==> src/rtl/afr_pkg.sv <==
`timescale 1ns / 1ps

package afr_pkg;

	// defaults for the top-level parameters
	localparam int FifoDepthDef = 64;

	// phase fraction width (ratio register is always Q4.16)
	localparam int PhaseFracBits = 16;
	localparam int RatioFracBits = 16;
	localparam int UpShift   = (PhaseFracBits >= RatioFracBits) ? PhaseFracBits - RatioFracBits : 0;
	localparam int DownShift = (PhaseFracBits < RatioFracBits) ? RatioFracBits - PhaseFracBits : 0;
	localparam int OutShift  = PhaseFracBits - 8;
	localparam int HalfShift = (PhaseFracBits > 8) ? PhaseFracBits - 9 : 0;

	// field widths
	localparam int SampleW = 12;
	localparam int OutW    = 20;
	localparam int RatioW  = 20;
	localparam int CntW    = 32;
	localparam int QuoW    = CntW + RatioFracBits;

	// reset values
	localparam logic [3:0]         NominalRst = 4'd5;
	localparam logic [3:0]         MaxPopRst  = 4'd8;
	localparam logic [19:0]        WindowRst  = 20'd65536;
	localparam logic [CntW-1:0]    Lookahead  = 32'd2;
	localparam logic [SampleW-1:0] MidScale   = 12'd2048;

	// function codes
	typedef enum logic [1:0] {
		FN_PUSH  = 2'd0,
		FN_TICK  = 2'd1,
		FN_PRIME = 2'd2,
		FN_NOP   = 2'd3
	} func_t;

	// configuration register indexes
	typedef enum logic [1:0] {
		REG_NOMINAL = 2'd0,
		REG_MAX_POP = 2'd1,
		REG_WINDOW  = 2'd2,
		REG_NONE    = 2'd3
	} reg_idx_t;

	typedef enum logic [3:0] {
		ST_IDLE,
		ST_CAL,
		ST_DIV,
		ST_ADV,
		ST_OWE,
		ST_POP_A,
		ST_POP_D,
		ST_MUL,
		ST_FIN
	} state_t;

endpackage

==> src/rtl/afr_div.sv <==
`timescale 1ns / 1ps

// restoring divider, one quotient bit per cycle
module afr_div (
	input  logic                       clk,
	input  logic                       arst_n,
	input  logic                       start,
	input  logic [afr_pkg::QuoW-1:0]   dividend,
	input  logic [afr_pkg::CntW-1:0]   divisor,
	output logic                       done,
	output logic [afr_pkg::QuoW-1:0]   quotient
);
	import afr_pkg::*;

	localparam int CW = $clog2(QuoW);

	logic            busy_q;
	logic            done_q;
	logic [CW-1:0]   cnt_q;
	logic [CntW-1:0] rem_q;
	logic [QuoW-1:0] quo_q;
	logic [CntW-1:0] div_q;
	logic [CntW:0]   trial;
	logic [CntW:0]   diff;
	logic            qbit;

	always_comb begin
		trial = {rem_q, quo_q[QuoW-1]};
		diff  = trial - {1'b0, div_q};
		qbit  = (trial >= {1'b0, div_q});
	end

	always_ff @(posedge clk or negedge arst_n) begin
		if (!arst_n) begin
			busy_q <= 1'b0;
			done_q <= 1'b0;
			cnt_q  <= '0;
		end else begin
			done_q <= 1'b0;
			if (start) begin
				busy_q <= 1'b1;
				cnt_q  <= '0;
			end else if (busy_q) begin
				if (cnt_q == CW'(QuoW - 1)) begin
					busy_q <= 1'b0;
					done_q <= 1'b1;
				end
				cnt_q <= cnt_q + 1'b1;
			end
		end
	end

	always_ff @(posedge clk) begin
		if (start) begin
			rem_q <= '0;
			quo_q <= dividend;
			div_q <= divisor;
		end else if (busy_q) begin
			rem_q <= qbit ? diff[CntW-1:0] : trial[CntW-1:0];
			quo_q <= {quo_q[QuoW-2:0], qbit};
		end
	end

	assign done     = done_q;
	assign quotient = quo_q;

endmodule

==> src/rtl/adaptive_fractional_resampler_fifo.sv <==
`timescale 1ns / 1ps

// Channel  | handshake             | payload
// ---------+-----------------------+-------------------------------------------
// in       | in_valid / in_ready   | func, adc_sample
// out      | out_valid / out_ready | out_sample, sample_dropped, starved,
//          |                       | popped_count, fifo_level, ratio_calibrated,
//          |                       | current_ratio
// cfg      | cfg_we                | cfg_index, cfg_data
//
// One request at a time. Push, prime and no-op go from idle to finish. A tick
// runs calibration, the divide on a calibration tick (48-step divider), phase
// advance, the owed count, a read and a load per popped sample, the multiply and
// finish. Output sits in a register; the next request is taken while it waits,
// but its result is held back until the previous one has gone. Reset is
// asynchronous and clears all control state; FIFO storage is not cleared.
module adaptive_fractional_resampler_fifo #(
	parameter int FIFO_DEPTH = afr_pkg::FifoDepthDef
) (
	input  logic        clk,
	input  logic        arst_n,
	input  logic        in_valid,
	output logic        in_ready,
	input  logic [1:0]  func,
	input  logic [11:0] adc_sample,
	output logic        out_valid,
	input  logic        out_ready,
	output logic [19:0] out_sample,
	output logic        sample_dropped,
	output logic        starved,
	output logic [3:0]  popped_count,
	output logic [5:0]  fifo_level,
	output logic        ratio_calibrated,
	output logic [19:0] current_ratio,
	input  logic        cfg_we,
	input  logic [1:0]  cfg_index,
	input  logic [19:0] cfg_data
);
	import afr_pkg::*;

	localparam int AW     = (FIFO_DEPTH > 1) ? $clog2(FIFO_DEPTH) : 1;
	localparam int IncW   = RatioW + UpShift;
	localparam int SumW   = ((IncW > PhaseFracBits) ? IncW : PhaseFracBits) + 1;
	localparam int NumW   = SampleW + PhaseFracBits + 2;
	localparam int ProdW  = PhaseFracBits + SampleW + 2;
	localparam logic [AW-1:0] LastIdx = AW'(FIFO_DEPTH - 1);

	// configuration
	logic [3:0]  nominal_q, max_pop_q;
	logic [19:0] window_q;

	// state
	state_t                   state_q, state_d;
	logic [SampleW-1:0]       mem [FIFO_DEPTH];
	logic [SampleW-1:0]       rdata_q;
	logic [AW-1:0]            wr_idx_q, rd_idx_q;
	logic [RatioW-1:0]        ratio_q;
	logic                     calib_q;
	logic [CntW-1:0]          produced_q, ticks_q, win_prod_q, win_ticks_q;
	logic [CntW-1:0]          consumed_q, target_q;
	logic [PhaseFracBits-1:0] phase_q;
	logic [SampleW-1:0]       prev_q, curr_q;

	// per-request working registers
	logic                     dropped_q, starved_q, tick_q;
	logic [3:0]               popped_q, pop_left_q;
	logic [AW-1:0]            level_q;
	logic signed [ProdW-1:0]  prod_q;

	// output register
	logic        ovalid_q;
	logic [19:0] osample_q;
	logic        odrop_q, ostarve_q, ocal_q;
	logic [3:0]  opop_q;
	logic [5:0]  olevel_q;
	logic [19:0] oratio_q;

	// combinational
	logic [AW-1:0]       level, wr_next, rd_next;
	logic                accept, full;
	logic [CntW-1:0]     span;
	logic [CntW-1:0]     made;
	logic                div_start, div_done;
	logic [QuoW-1:0]     quot;
	logic                quot_ok;
	logic [IncW-1:0]     inc;
	logic [SumW-1:0]     psum;
	logic [CntW-1:0]     owed_raw;
	logic [3:0]          owed;
	logic signed [NumW-1:0] num;
	logic [NumW-1:0]     num_r;
	logic [AW+5:0]       level_wide;
	logic                out_free;

	assign accept   = in_valid && in_ready;
	assign in_ready = (state_q == ST_IDLE);
	assign out_free = !ovalid_q || out_ready;

	always_comb begin
		level   = (wr_idx_q >= rd_idx_q) ? AW'(wr_idx_q - rd_idx_q)
		                                 : AW'(FIFO_DEPTH + int'(wr_idx_q) - int'(rd_idx_q));
		wr_next = (wr_idx_q == LastIdx) ? '0 : wr_idx_q + 1'b1;
		rd_next = (rd_idx_q == LastIdx) ? '0 : rd_idx_q + 1'b1;
		full    = (wr_next == rd_idx_q);
		span    = ticks_q - win_ticks_q;
		// samples produced since the window opened
		made    = produced_q - win_prod_q;
		quot_ok = (quot[QuoW-1:RatioW] == '0) && (quot[RatioW-1:RatioFracBits] != '0)
		          && (quot[RatioW-1:0] <= {max_pop_q, {RatioFracBits{1'b0}}});
		if (PhaseFracBits >= RatioFracBits)
			inc = IncW'({ratio_q, {UpShift{1'b0}}});
		else
			inc = IncW'(ratio_q >> DownShift);
		psum = SumW'(phase_q) + SumW'(inc);
		owed_raw = (target_q > consumed_q) ? target_q - consumed_q : '0;
		if (owed_raw > CntW'(max_pop_q))
			owed = max_pop_q;
		else
			owed = owed_raw[3:0];
		if (CntW'(owed) > CntW'(level_q))
			owed = 4'(level_q);
		// prev + phase*(curr-prev), round half up to Q12.8
		num   = $signed({2'b00, prev_q, {PhaseFracBits{1'b0}}}) + NumW'(prod_q);
		num_r = NumW'(num) + ((PhaseFracBits > 8) ? (NumW'(1) << HalfShift) : '0);
		level_wide = {6'd0, level_q};
	end

	// sequencer
	always_comb begin
		state_d   = state_q;
		div_start = 1'b0;
		case (state_q)
			ST_IDLE: begin
				if (accept)
					state_d = (func_t'(func) == FN_TICK) ? ST_CAL : ST_FIN;
			end
			ST_CAL: begin
				if (span >= CntW'(window_q) && span != '0) begin
					div_start = 1'b1;
					state_d   = ST_DIV;
				end else begin
					state_d = ST_ADV;
				end
			end
			ST_DIV: begin
				if (div_done)
					state_d = ST_ADV;
			end
			ST_ADV:   state_d = ST_OWE;
			ST_OWE:   state_d = (owed != '0) ? ST_POP_A : ST_MUL;
			ST_POP_A: state_d = ST_POP_D;
			ST_POP_D: state_d = (pop_left_q > 4'd1) ? ST_POP_A : ST_MUL;
			ST_MUL:   state_d = ST_FIN;
			ST_FIN: begin
				if (out_free)
					state_d = ST_IDLE;
			end
			default:  state_d = ST_IDLE;
		endcase
	end

	always_ff @(posedge clk or negedge arst_n) begin
		if (!arst_n)
			state_q <= ST_IDLE;
		else
			state_q <= state_d;
	end

	// divider captures made count and span on the start edge
	afr_div u_div (
		.clk      (clk),
		.arst_n   (arst_n),
		.start    (div_start),
		.dividend ({made, {RatioFracBits{1'b0}}}),
		.divisor  (span),
		.done     (div_done),
		.quotient (quot)
	);

	// configuration writes; unknown index ignored
	always_ff @(posedge clk or negedge arst_n) begin
		if (!arst_n) begin
			nominal_q <= NominalRst;
			max_pop_q <= MaxPopRst;
			window_q  <= WindowRst;
		end else if (cfg_we) begin
			case (reg_idx_t'(cfg_index))
				REG_NOMINAL: nominal_q <= cfg_data[3:0];
				REG_MAX_POP: max_pop_q <= cfg_data[3:0];
				REG_WINDOW:  window_q  <= cfg_data;
				default:     ;
			endcase
		end
	end

	// FIFO storage
	always_ff @(posedge clk) begin
		if (accept && func_t'(func) == FN_PUSH && !full)
			mem[wr_idx_q] <= adc_sample;
		if (state_q == ST_POP_A)
			rdata_q <= mem[rd_idx_q];
	end

	// datapath control state
	always_ff @(posedge clk or negedge arst_n) begin
		if (!arst_n) begin
			wr_idx_q    <= '0;
			rd_idx_q    <= '0;
			ratio_q     <= RatioW'({NominalRst, {RatioFracBits{1'b0}}});
			calib_q     <= 1'b0;
			produced_q  <= '0;
			ticks_q     <= '0;
			win_prod_q  <= '0;
			win_ticks_q <= '0;
			consumed_q  <= '0;
			target_q    <= Lookahead;
			phase_q     <= '0;
			prev_q      <= MidScale;
			curr_q      <= MidScale;
			pop_left_q  <= '0;
			popped_q    <= '0;
		end else begin
			case (state_q)
				ST_IDLE: begin
					if (accept) begin
						popped_q <= '0;
						case (func_t'(func))
							FN_PUSH: begin
								produced_q <= produced_q + 1'b1;
								if (!full)
									wr_idx_q <= wr_next;
							end
							FN_TICK:  ticks_q <= ticks_q + 1'b1;
							FN_PRIME: begin
								win_prod_q  <= produced_q;
								win_ticks_q <= ticks_q;
							end
							default: ;
						endcase
					end
				end
				ST_CAL: begin
					// window restarts whether or not a divide follows
					if (span >= CntW'(window_q)) begin
						win_prod_q  <= produced_q;
						win_ticks_q <= ticks_q;
					end
				end
				ST_DIV: begin
					if (div_done && quot_ok) begin
						ratio_q <= quot[RatioW-1:0];
						calib_q <= 1'b1;
					end
				end
				ST_ADV: begin
					phase_q  <= psum[PhaseFracBits-1:0];
					target_q <= target_q + CntW'(psum[SumW-1:PhaseFracBits]);
				end
				ST_OWE: begin
					pop_left_q <= owed;
					popped_q   <= owed;
					consumed_q <= consumed_q + CntW'(owed);
				end
				ST_POP_A: rd_idx_q <= rd_next;
				ST_POP_D: begin
					prev_q     <= curr_q;
					curr_q     <= rdata_q;
					pop_left_q <= pop_left_q - 1'b1;
				end
				default: ;
			endcase
		end
	end

	// per-request flags and the product
	always_ff @(posedge clk) begin
		if (accept) begin
			level_q   <= level;
			dropped_q <= (func_t'(func) == FN_PUSH) && full;
			starved_q <= (func_t'(func) == FN_TICK) && (CntW'(level) < CntW'(nominal_q));
		end
		if (state_q == ST_IDLE && accept)
			prod_q <= '0;
		else if (state_q == ST_MUL)
			prod_q <= ProdW'($signed({1'b0, phase_q})
			          * ($signed({1'b0, curr_q}) - $signed({1'b0, prev_q})));
	end

	// out_sample is only meaningful on a tick
	always_ff @(posedge clk or negedge arst_n) begin
		if (!arst_n)
			tick_q <= 1'b0;
		else if (accept)
			tick_q <= (func_t'(func) == FN_TICK);
	end

	// output register
	always_ff @(posedge clk or negedge arst_n) begin
		if (!arst_n) begin
			ovalid_q <= 1'b0;
		end else if (state_q == ST_FIN && out_free) begin
			ovalid_q <= 1'b1;
		end else if (out_ready) begin
			ovalid_q <= 1'b0;
		end
	end

	always_ff @(posedge clk) begin
		if (state_q == ST_FIN && out_free) begin
			osample_q <= tick_q ? num_r[OutShift +: OutW] : '0;
			odrop_q   <= dropped_q;
			ostarve_q <= starved_q;
			opop_q    <= popped_q;
			olevel_q  <= level_wide[5:0];
			ocal_q    <= calib_q;
			oratio_q  <= ratio_q;
		end
	end

	assign out_valid        = ovalid_q;
	assign out_sample       = osample_q;
	assign sample_dropped   = odrop_q;
	assign starved          = ostarve_q;
	assign popped_count     = opop_q;
	assign fifo_level       = olevel_q;
	assign ratio_calibrated = ocal_q;
	assign current_ratio    = oratio_q;

endmodule
==> config.mk <==
export PLATFORM = sky130hd
export DESIGN_NAME = adaptive_fractional_resampler_fifo
export DESIGN_NICKNAME = d
export VERILOG_FILES = /design/src/rtl/afr_pkg.sv /design/src/rtl/afr_div.sv /design/src/rtl/adaptive_fractional_resampler_fifo.sv
export SDC_FILE = /design/constraint.sdc
export NUM_CORES = 2
export LEC_CHECK = 0
export ABC_CLOCK_PERIOD_IN_PS = 19200
export BUFFER_PORTS_ARGS = -buffer_cell sky130_fd_sc_hd__buf_4
export CAP_MARGIN = 40
export CORE_MARGIN = 8
export CORE_UTILIZATION = 43
export CTS_BUF_LIST = sky130_fd_sc_hd__clkbuf_4
export DETAILED_ROUTE_END_ITERATION = 12
export PLACE_DENSITY = 0.68
export SLEW_MARGIN = 20
export SYNTH_ARGS = -nofsm -noshare
export SYNTH_HDL_FRONTEND = slang
export SYNTH_SLANG_ARGS = --single-unit
==> constraint.sdc <==
create_clock -name clk -period 19.2 [get_ports clk]
set_input_delay 3.84 -clock clk [delete_from_list [all_inputs] [get_ports clk]]
set_output_delay 3.84 -clock clk [all_outputs]
set_load 0.02 [all_outputs]
==> Word-level counts from Yosys, hierarchy flattened <==
Memories as Yosys holds them, arrays and structs flattened. A register that Yosys moved wholly into a read port is not among the register bits.
Index checks and enable logic that the tools add are counted.
Widths: inputs -> output; s select.
{ "op_classes": {"mux": 42, "add_sub_neg": 19, "multipliers": 1, "n_div": 0, "reduce_logical": 36, "n_bitwise": 1, "n_lt_le_gt_ge": 9, "n_eq_ne": 21, "n_shift": 0} }
{ "ops": {"columns": ["op", "n"], "rows": [
  ["$mux 32", 8],
  ["$pmux 32 s2", 2],
  ["$sub 32x32->32", 4],
  ["$mux 48", 2],
  ["$add 32x1->32 const B", 2],
  ["$pmux 4 s9", 1],
  ["$ge 33x32->1", 1],
  ["$add 32x4->32", 1],
  ["$add 32x5->32", 1],
  ["$ge 32x20->1", 1],
  ["$gt 32x32->1", 1],
  ["$gt 32x4->1", 1],
  ["$reduce_bool 32->1", 1],
  ["$mux 6", 5],
  ["$add 28x28->28", 1],
  ["$add 28x8->28 const B", 1],
  ["$logic_not 28->1", 1],
  ["$mul 17x13->28", 1],
  ["$mux 4", 7],
  ["$add 16x20->21", 1],
  ["$le 20x20->1", 1],
  ["$add 6x1->6 const B", 3],
  ["$eq 6x6->1 const B", 3],
  ["$eq 4x3->1 const B", 4],
  ["30 further kinds", 75]
]} }
{ "totals": {"reg_bits": 516, "latch_bits": 0, "word_cells": 169, "memories": 1, "output_inout_bits": 55, "mem_bits_ro": 0, "in_bits": 41, "mem_bits_rw": 768} }
{ "mem_list": {"columns": ["name", "words", "width", "read_ports", "rd_clocked_by_memory_dff", "write_ports", "line", "text"], "rows": [
  ["mem", 64, 12, 1, 1, 1, "adaptive_fractional_resampler_fifo.sv:54", "logic [SampleW-1:0] mem [FIFO_DEPTH];"]
]} }

==> Logic depth before layout (Yosys ltp) <==
{ "logic_depth": {"ltp_word": 9, "depth_mapped": 45, "depth_no_buf": 45} }

==> Cells and area by module <==
A second synthesis with hierarchy kept.
{ "hier_totals": {"cells_unflattened": 5020, "hier_area_um2": 67051.8} }
{ "by_module_without_submodules": {"columns": ["module", "seq_area_each_um2", "area_each_um2", "cells_per_inst", "instances"], "rows": [
  ["adaptive_fractional_resampler_fifo", 33368.3, 60282.8, 4398, 1],
  ["afr_div", 3243.1, 6769.0, 622, 1]
]} }

==> Worst setup path before layout <==
Ideal clock, no wire load.
{ "synth_path": {"kind": "reg2reg", "start": "register target_q[0]", "end": "register consumed_q[26]", "path_buffers": 0, "arrival_time_ns": 9.063, "setup_time_ns": 0.123, "required_ns": 19.077, "setup_slack_ns": 10.014, "synth_period_minus_slack_ns": 9.186, "stages_incl_launch_ff": 46, "path_cell_list": "dfrtp_1 inv_1 ha_1 inv_1 fa_1 a211o_1 and3_1 o2111ai_1 and2_1 a21oi_1 a21o_1 a21o_1 a21oi_1 nor2_1 and3_1 ha_1 nand3_1 o22ai_1 [10 not listed] a211oi_1 a211oi_1 o21ai_0 or2_2 a21oi_1 ha_1 inv_1 fa_1 inv_1 a21o_1 a21oi_1 nor4_1 inv_1 nor2_1 nand3_1 nor4_1 nand3_1 xnor2_1"} }
{ "synth_between": {"elab_chain_cells": 7, "elab_cells_between_ends": 8, "cone_classes": "2 x add/sub; 3 x order compare; 3 x mux"} }
{ "synth_lines": {"columns": ["item", "line", "text"], "rows": [
  ["start: declaration", "adaptive_fractional_resampler_fifo.sv:60", "logic [CntW-1:0] consumed_q, target_q;"],
  ["start signal: assignment", "adaptive_fractional_resampler_fifo.sv:216", "target_q <= Lookahead;"],
  ["start signal: assignment", "adaptive_fractional_resampler_fifo.sv:257", "target_q <= target_q + CntW'(psum[SumW-1:PhaseFracBits]);"],
  ["$sub 32x32->32 / $gt 32x32->1 (equally long branches)", "adaptive_fractional_resampler_fifo.sv:115", "owed_raw = (target_q > consumed_q) ? target_q - consumed_q : '0;"],
  ["$mux 32 *", "adaptive_fractional_resampler_fifo.sv:115", null],
  ["$gt 32x4->1", "adaptive_fractional_resampler_fifo.sv:116", "if (owed_raw > CntW'(max_pop_q))"],
  ["$mux 4 *", "adaptive_fractional_resampler_fifo.sv:116", null],
  ["$gt 4x6->1", "adaptive_fractional_resampler_fifo.sv:120", "if (CntW'(owed) > CntW'(level_q))"],
  ["$mux 4 *", "adaptive_fractional_resampler_fifo.sv:120", null],
  ["$add 32x4->32 *", "adaptive_fractional_resampler_fifo.sv:262", "consumed_q <= consumed_q + CntW'(owed);"],
  ["end signal: assignment", "adaptive_fractional_resampler_fifo.sv:262", null],
  ["end: declaration", "adaptive_fractional_resampler_fifo.sv:60", null]
]} }
Every way passes the cells marked *; elsewhere a longest branch is shown, timed or not.
A chain may end at the register's enable or synchronous reset.

==> Worst setup path after layout <==
{ "layout_path": {"start": "register consumed_q[18]", "end": "register consumed_q[26]"} }
{ "layout_between": {"elab_chain_cells": 7, "elab_cells_between_ends": 8, "cone_classes": "2 x add/sub; 3 x order compare; 3 x mux"} }
{ "layout_lines": {"columns": ["item", "line"], "rows": [
  ["$sub 32x32->32 / $gt 32x32->1 (equally long branches)", "adaptive_fractional_resampler_fifo.sv:115"],
  ["$mux 32", "adaptive_fractional_resampler_fifo.sv:115"],
  ["$gt 32x4->1", "adaptive_fractional_resampler_fifo.sv:116"],
  ["$mux 4", "adaptive_fractional_resampler_fifo.sv:116"],
  ["$gt 4x6->1", "adaptive_fractional_resampler_fifo.sv:120"],
  ["$mux 4", "adaptive_fractional_resampler_fifo.sv:120"],
  ["$add 32x4->32 *", "adaptive_fractional_resampler_fifo.sv:262"]
]} }
Marks and branches as above.

==> flow_summary.yaml <==
timing:
  skew_ns: 0.1356
  setup_violations: 0
  max_freq_mhz: 92.61
  grt_setup_unrepaired: "no"
  finalHoldViolations: 0
  tns_ns: 0
  worst_pin_slew_ns: 0.9259
  fin_crit_sh: 0.5624
  drv_slew: 0
  timing.max_slew.rel_slack: 0.3827
  finalCriticalPeriod_ns: 10.80
die:
  std_cell_rows: 144
  dieHeight_um: 410.0
  dieArea_um2: 168100
  die_width_um: 410.0
  io_pins: 96
  fp.coreArea_um2: 154200
  start_util: 0.4329
detailed_routing:
  drt_iter0_drc: 3193
  final_antenna_net_count: 0
  routedWlPerCell_um: 19.60
  wirelength_mm: 151.1
  routed_via_density: 5.415
  vias: 41750
  first_pass_iters: 7
  drc: 0
pwr:
  total_power_uw: 9968
  p_seq_frac: 0.354
  p_clk_frac: 0.238
  p_leak_uw: 0.02986
  max-vdd-ir-drop_mv: 0.2131
  intPower_uw: 6313
  p_per_area_nw_per_um2: 133.5
  swShare: 0.3666
  switchingPower_uw: 3654
  p_comb_frac: 0.408
synthesis:
  yosysTopAreaCell: "edfxtp_1"
  syn_area_per_cell_um2: 13.24
  synth_fp_nets: 5556
  syn_inst: 5043
  synth_top_area_frac: 0.4070
  synthFlopType: "edfxtp_1"
  synth_cell_type_count: 93
  async_reset_ff_frac: 0.2444
  synth_edf_count: 905
  synth_warnings: 0
  netlist_top_cells_area: "edfxtp_1 (41%), dfrtp_1 (11%), mux4_2 (8.5%)"
  syn_area_um2: 66770
  ys_seq_area_frac: 0.5460
  ys_ff_latch: 1289
outcome:
  status: "complete, no violations"
clock_tree:
  cts_setup_buffers: 0
  clkTransAtPathRegs_ns: 0.07
  numCtsBuffers: 347
  cts_tree: "done"
  cts_max_path_buffers: 4
  root_buffer: "clkbuf_4"
  cts.hold.buffers_added: 0
  cts_resized: 0
  insertion_delay_ns: 1.29
  clock-sinks: 1289
  htree_levels: 5
job:
  maxCapViolCount: 0
worst_setup_path:
  cpLargestDelayFamily: "simple AND/OR/NAND/NOR gates"
  cp_slowest_cell: "nor4_1"
  path_buf_inv: 5
  required_ns: 20.32
  critPathLaunchType: "flip-flop"
  crit_fanout: 14
  cp.arrival_ns: 11.92
  worstSetupEndpointType: "flip-flop"
  slowest_delay_ns: 0.79
  crit_type: "flip-flop to flip-flop"
placed_design:
  gp_congestion: 0.8858
  place_area_um2: 70190
  io_buffers: 95
  post-dp-hpwl_mm: 103.9
global_routing:
  track_usage: 0.1776
  grt_max_degree: 148
  overflow: 0
  grt_antenna_before_repair: 7
  grt_pass1_vias: 42590
  grt_pass1_wl_mm: 238.6
finish:
  area_growth_pct: 11.82
  fillCellCount: 13530
  layout_commonest_cell: "edfxtp_1"
  fin_nets: 5907
  layout_common_cells: "edfxtp_1 (905), clkbuf_4 (518), inv_1 (439)"
  fin_util: 0.4841
  drive_gt1_frac: 0.1983
  final_cell_area_um2: 74660
min_path:
  hold_class: "flip-flop to flip-flop"
[power by group through the flow]
stage / combinational (uW) / sequential [uW] / clock, uW
final: 4070 / 3530 / 2370
after global placement: 3950 / 3570 / 0
after floorplan: 2920 / 3480 / 0
after global routing: 4470 / 3560 / 2590
after CTS: 4090 / 3530 / 2450
after detailed placement: 4060 / 3580 / 0
[sequential cells by signal (all words and copies together), names as in the netlist, 32 cells and up]
register / count
win_ticks_q: 32
u_div.div_q: 32
produced_q: 32
mem: 768
ticks_q: 32
u_div.quotient: 48
target_q: 32
u_div.rem_q: 32
win_prod_q: 32
consumed_q: 32
[worst paths after layout]
check | from | end | slack [ns] | cells past startpoint
min | curr_q[0] | prev_q[0] | 0.41 | 1
max | consumed_q[18] | consumed_q[26] | 8.40 | 44
max reg2reg | consumed_q[18] | consumed_q[26] | 8.40 | 44
min reg2reg | curr_q[0] | prev_q[0] | 0.41 | 1
max in group asynchronous | arst_n | nominal_q[0] | 14.56 | 4
min in group asynchronous | arst_n | produced_q[29] | 2.63 | 1
[cell usage after synthesis, types with 21 or more instances]
library cell and n:
and3_1 50, dfrtp_1 306, buf_1 27, and2_1 87, nand2_1 393, nor4_1 28, a21boi_0 21, mux2_2 67
o21ai_0 146, dfxtp_1 69, mux2i_1 81, nor3_1 50, a21oi_1 166, inv_1 439, nand3_1 109, fa_1 162
ha_1 310, mux2_1 59, clkbuf_1 137, xnor2_1 196, nand2b_1 48, o21bai_1 26, edfxtp_1 905, xor2_1 83
o21a_1 28, mux4_2 252, nor2b_1 52, a21o_1 74, nand4_1 41, nor2_1 297, a211oi_1 43
[kinds of logic after synthesis]
family                   share of synthesized area
AND/OR/NAND/NOR                            0.09085
multiplexers                                0.1186
buffers and inverters                      0.03690
XOR/XNOR                                   0.03660
flip-flops                                  0.5460
adder cells (fa/ha/maj)                     0.1067
AO/OA/AOI/OAI                              0.06441
[cell type report]
| cell class | count | area, um^2 | share of cell area |
|---|---|---|---|
| timing repair buffer | 192 | 1682 | 0.02252 |
| clock inverter | 90 | 411.6 | 0.005514 |
| tap | 2044 | 2557 | 0.03426 |
| multi-input combinational | 3121 | 27960 | 0.3745 |
| inverter | 443 | 1663 | 0.02227 |
| antenna | 13 | 32.53 | 0.0004358 |
| sequential | 1289 | 36460 | 0.4884 |
| clock buffer | 518 | 3889 | 0.05209 |
[layer usage]
layer | vias up | track usage | wire (um)
met4 | 0 | 0.05412 | 3329
li1 | 19310 | - | -
met3 | 229 | 0.04247 | 10700
met5 | - | 0 | 0
met1 | 20920 | 0.2494 | 67890
met2 | 1297 | 0.2749 | 69180
[per-stage QoR]
stage | instances | setup slack (ns) | hold slack [ns]
finish | 7710 | 8.402 | 0.4138
global route | 7708 | 7.495 | 0.4344
CTS | 7691 | 8.453 | 0.4006
detailed placement | 7083 | 8.483 | 0.4169
global placement | 7041 | 8.769 | 0.4028
floorplan | 5043 | 10.01 | 0.4003
Power figures use the tool's default switching activity.
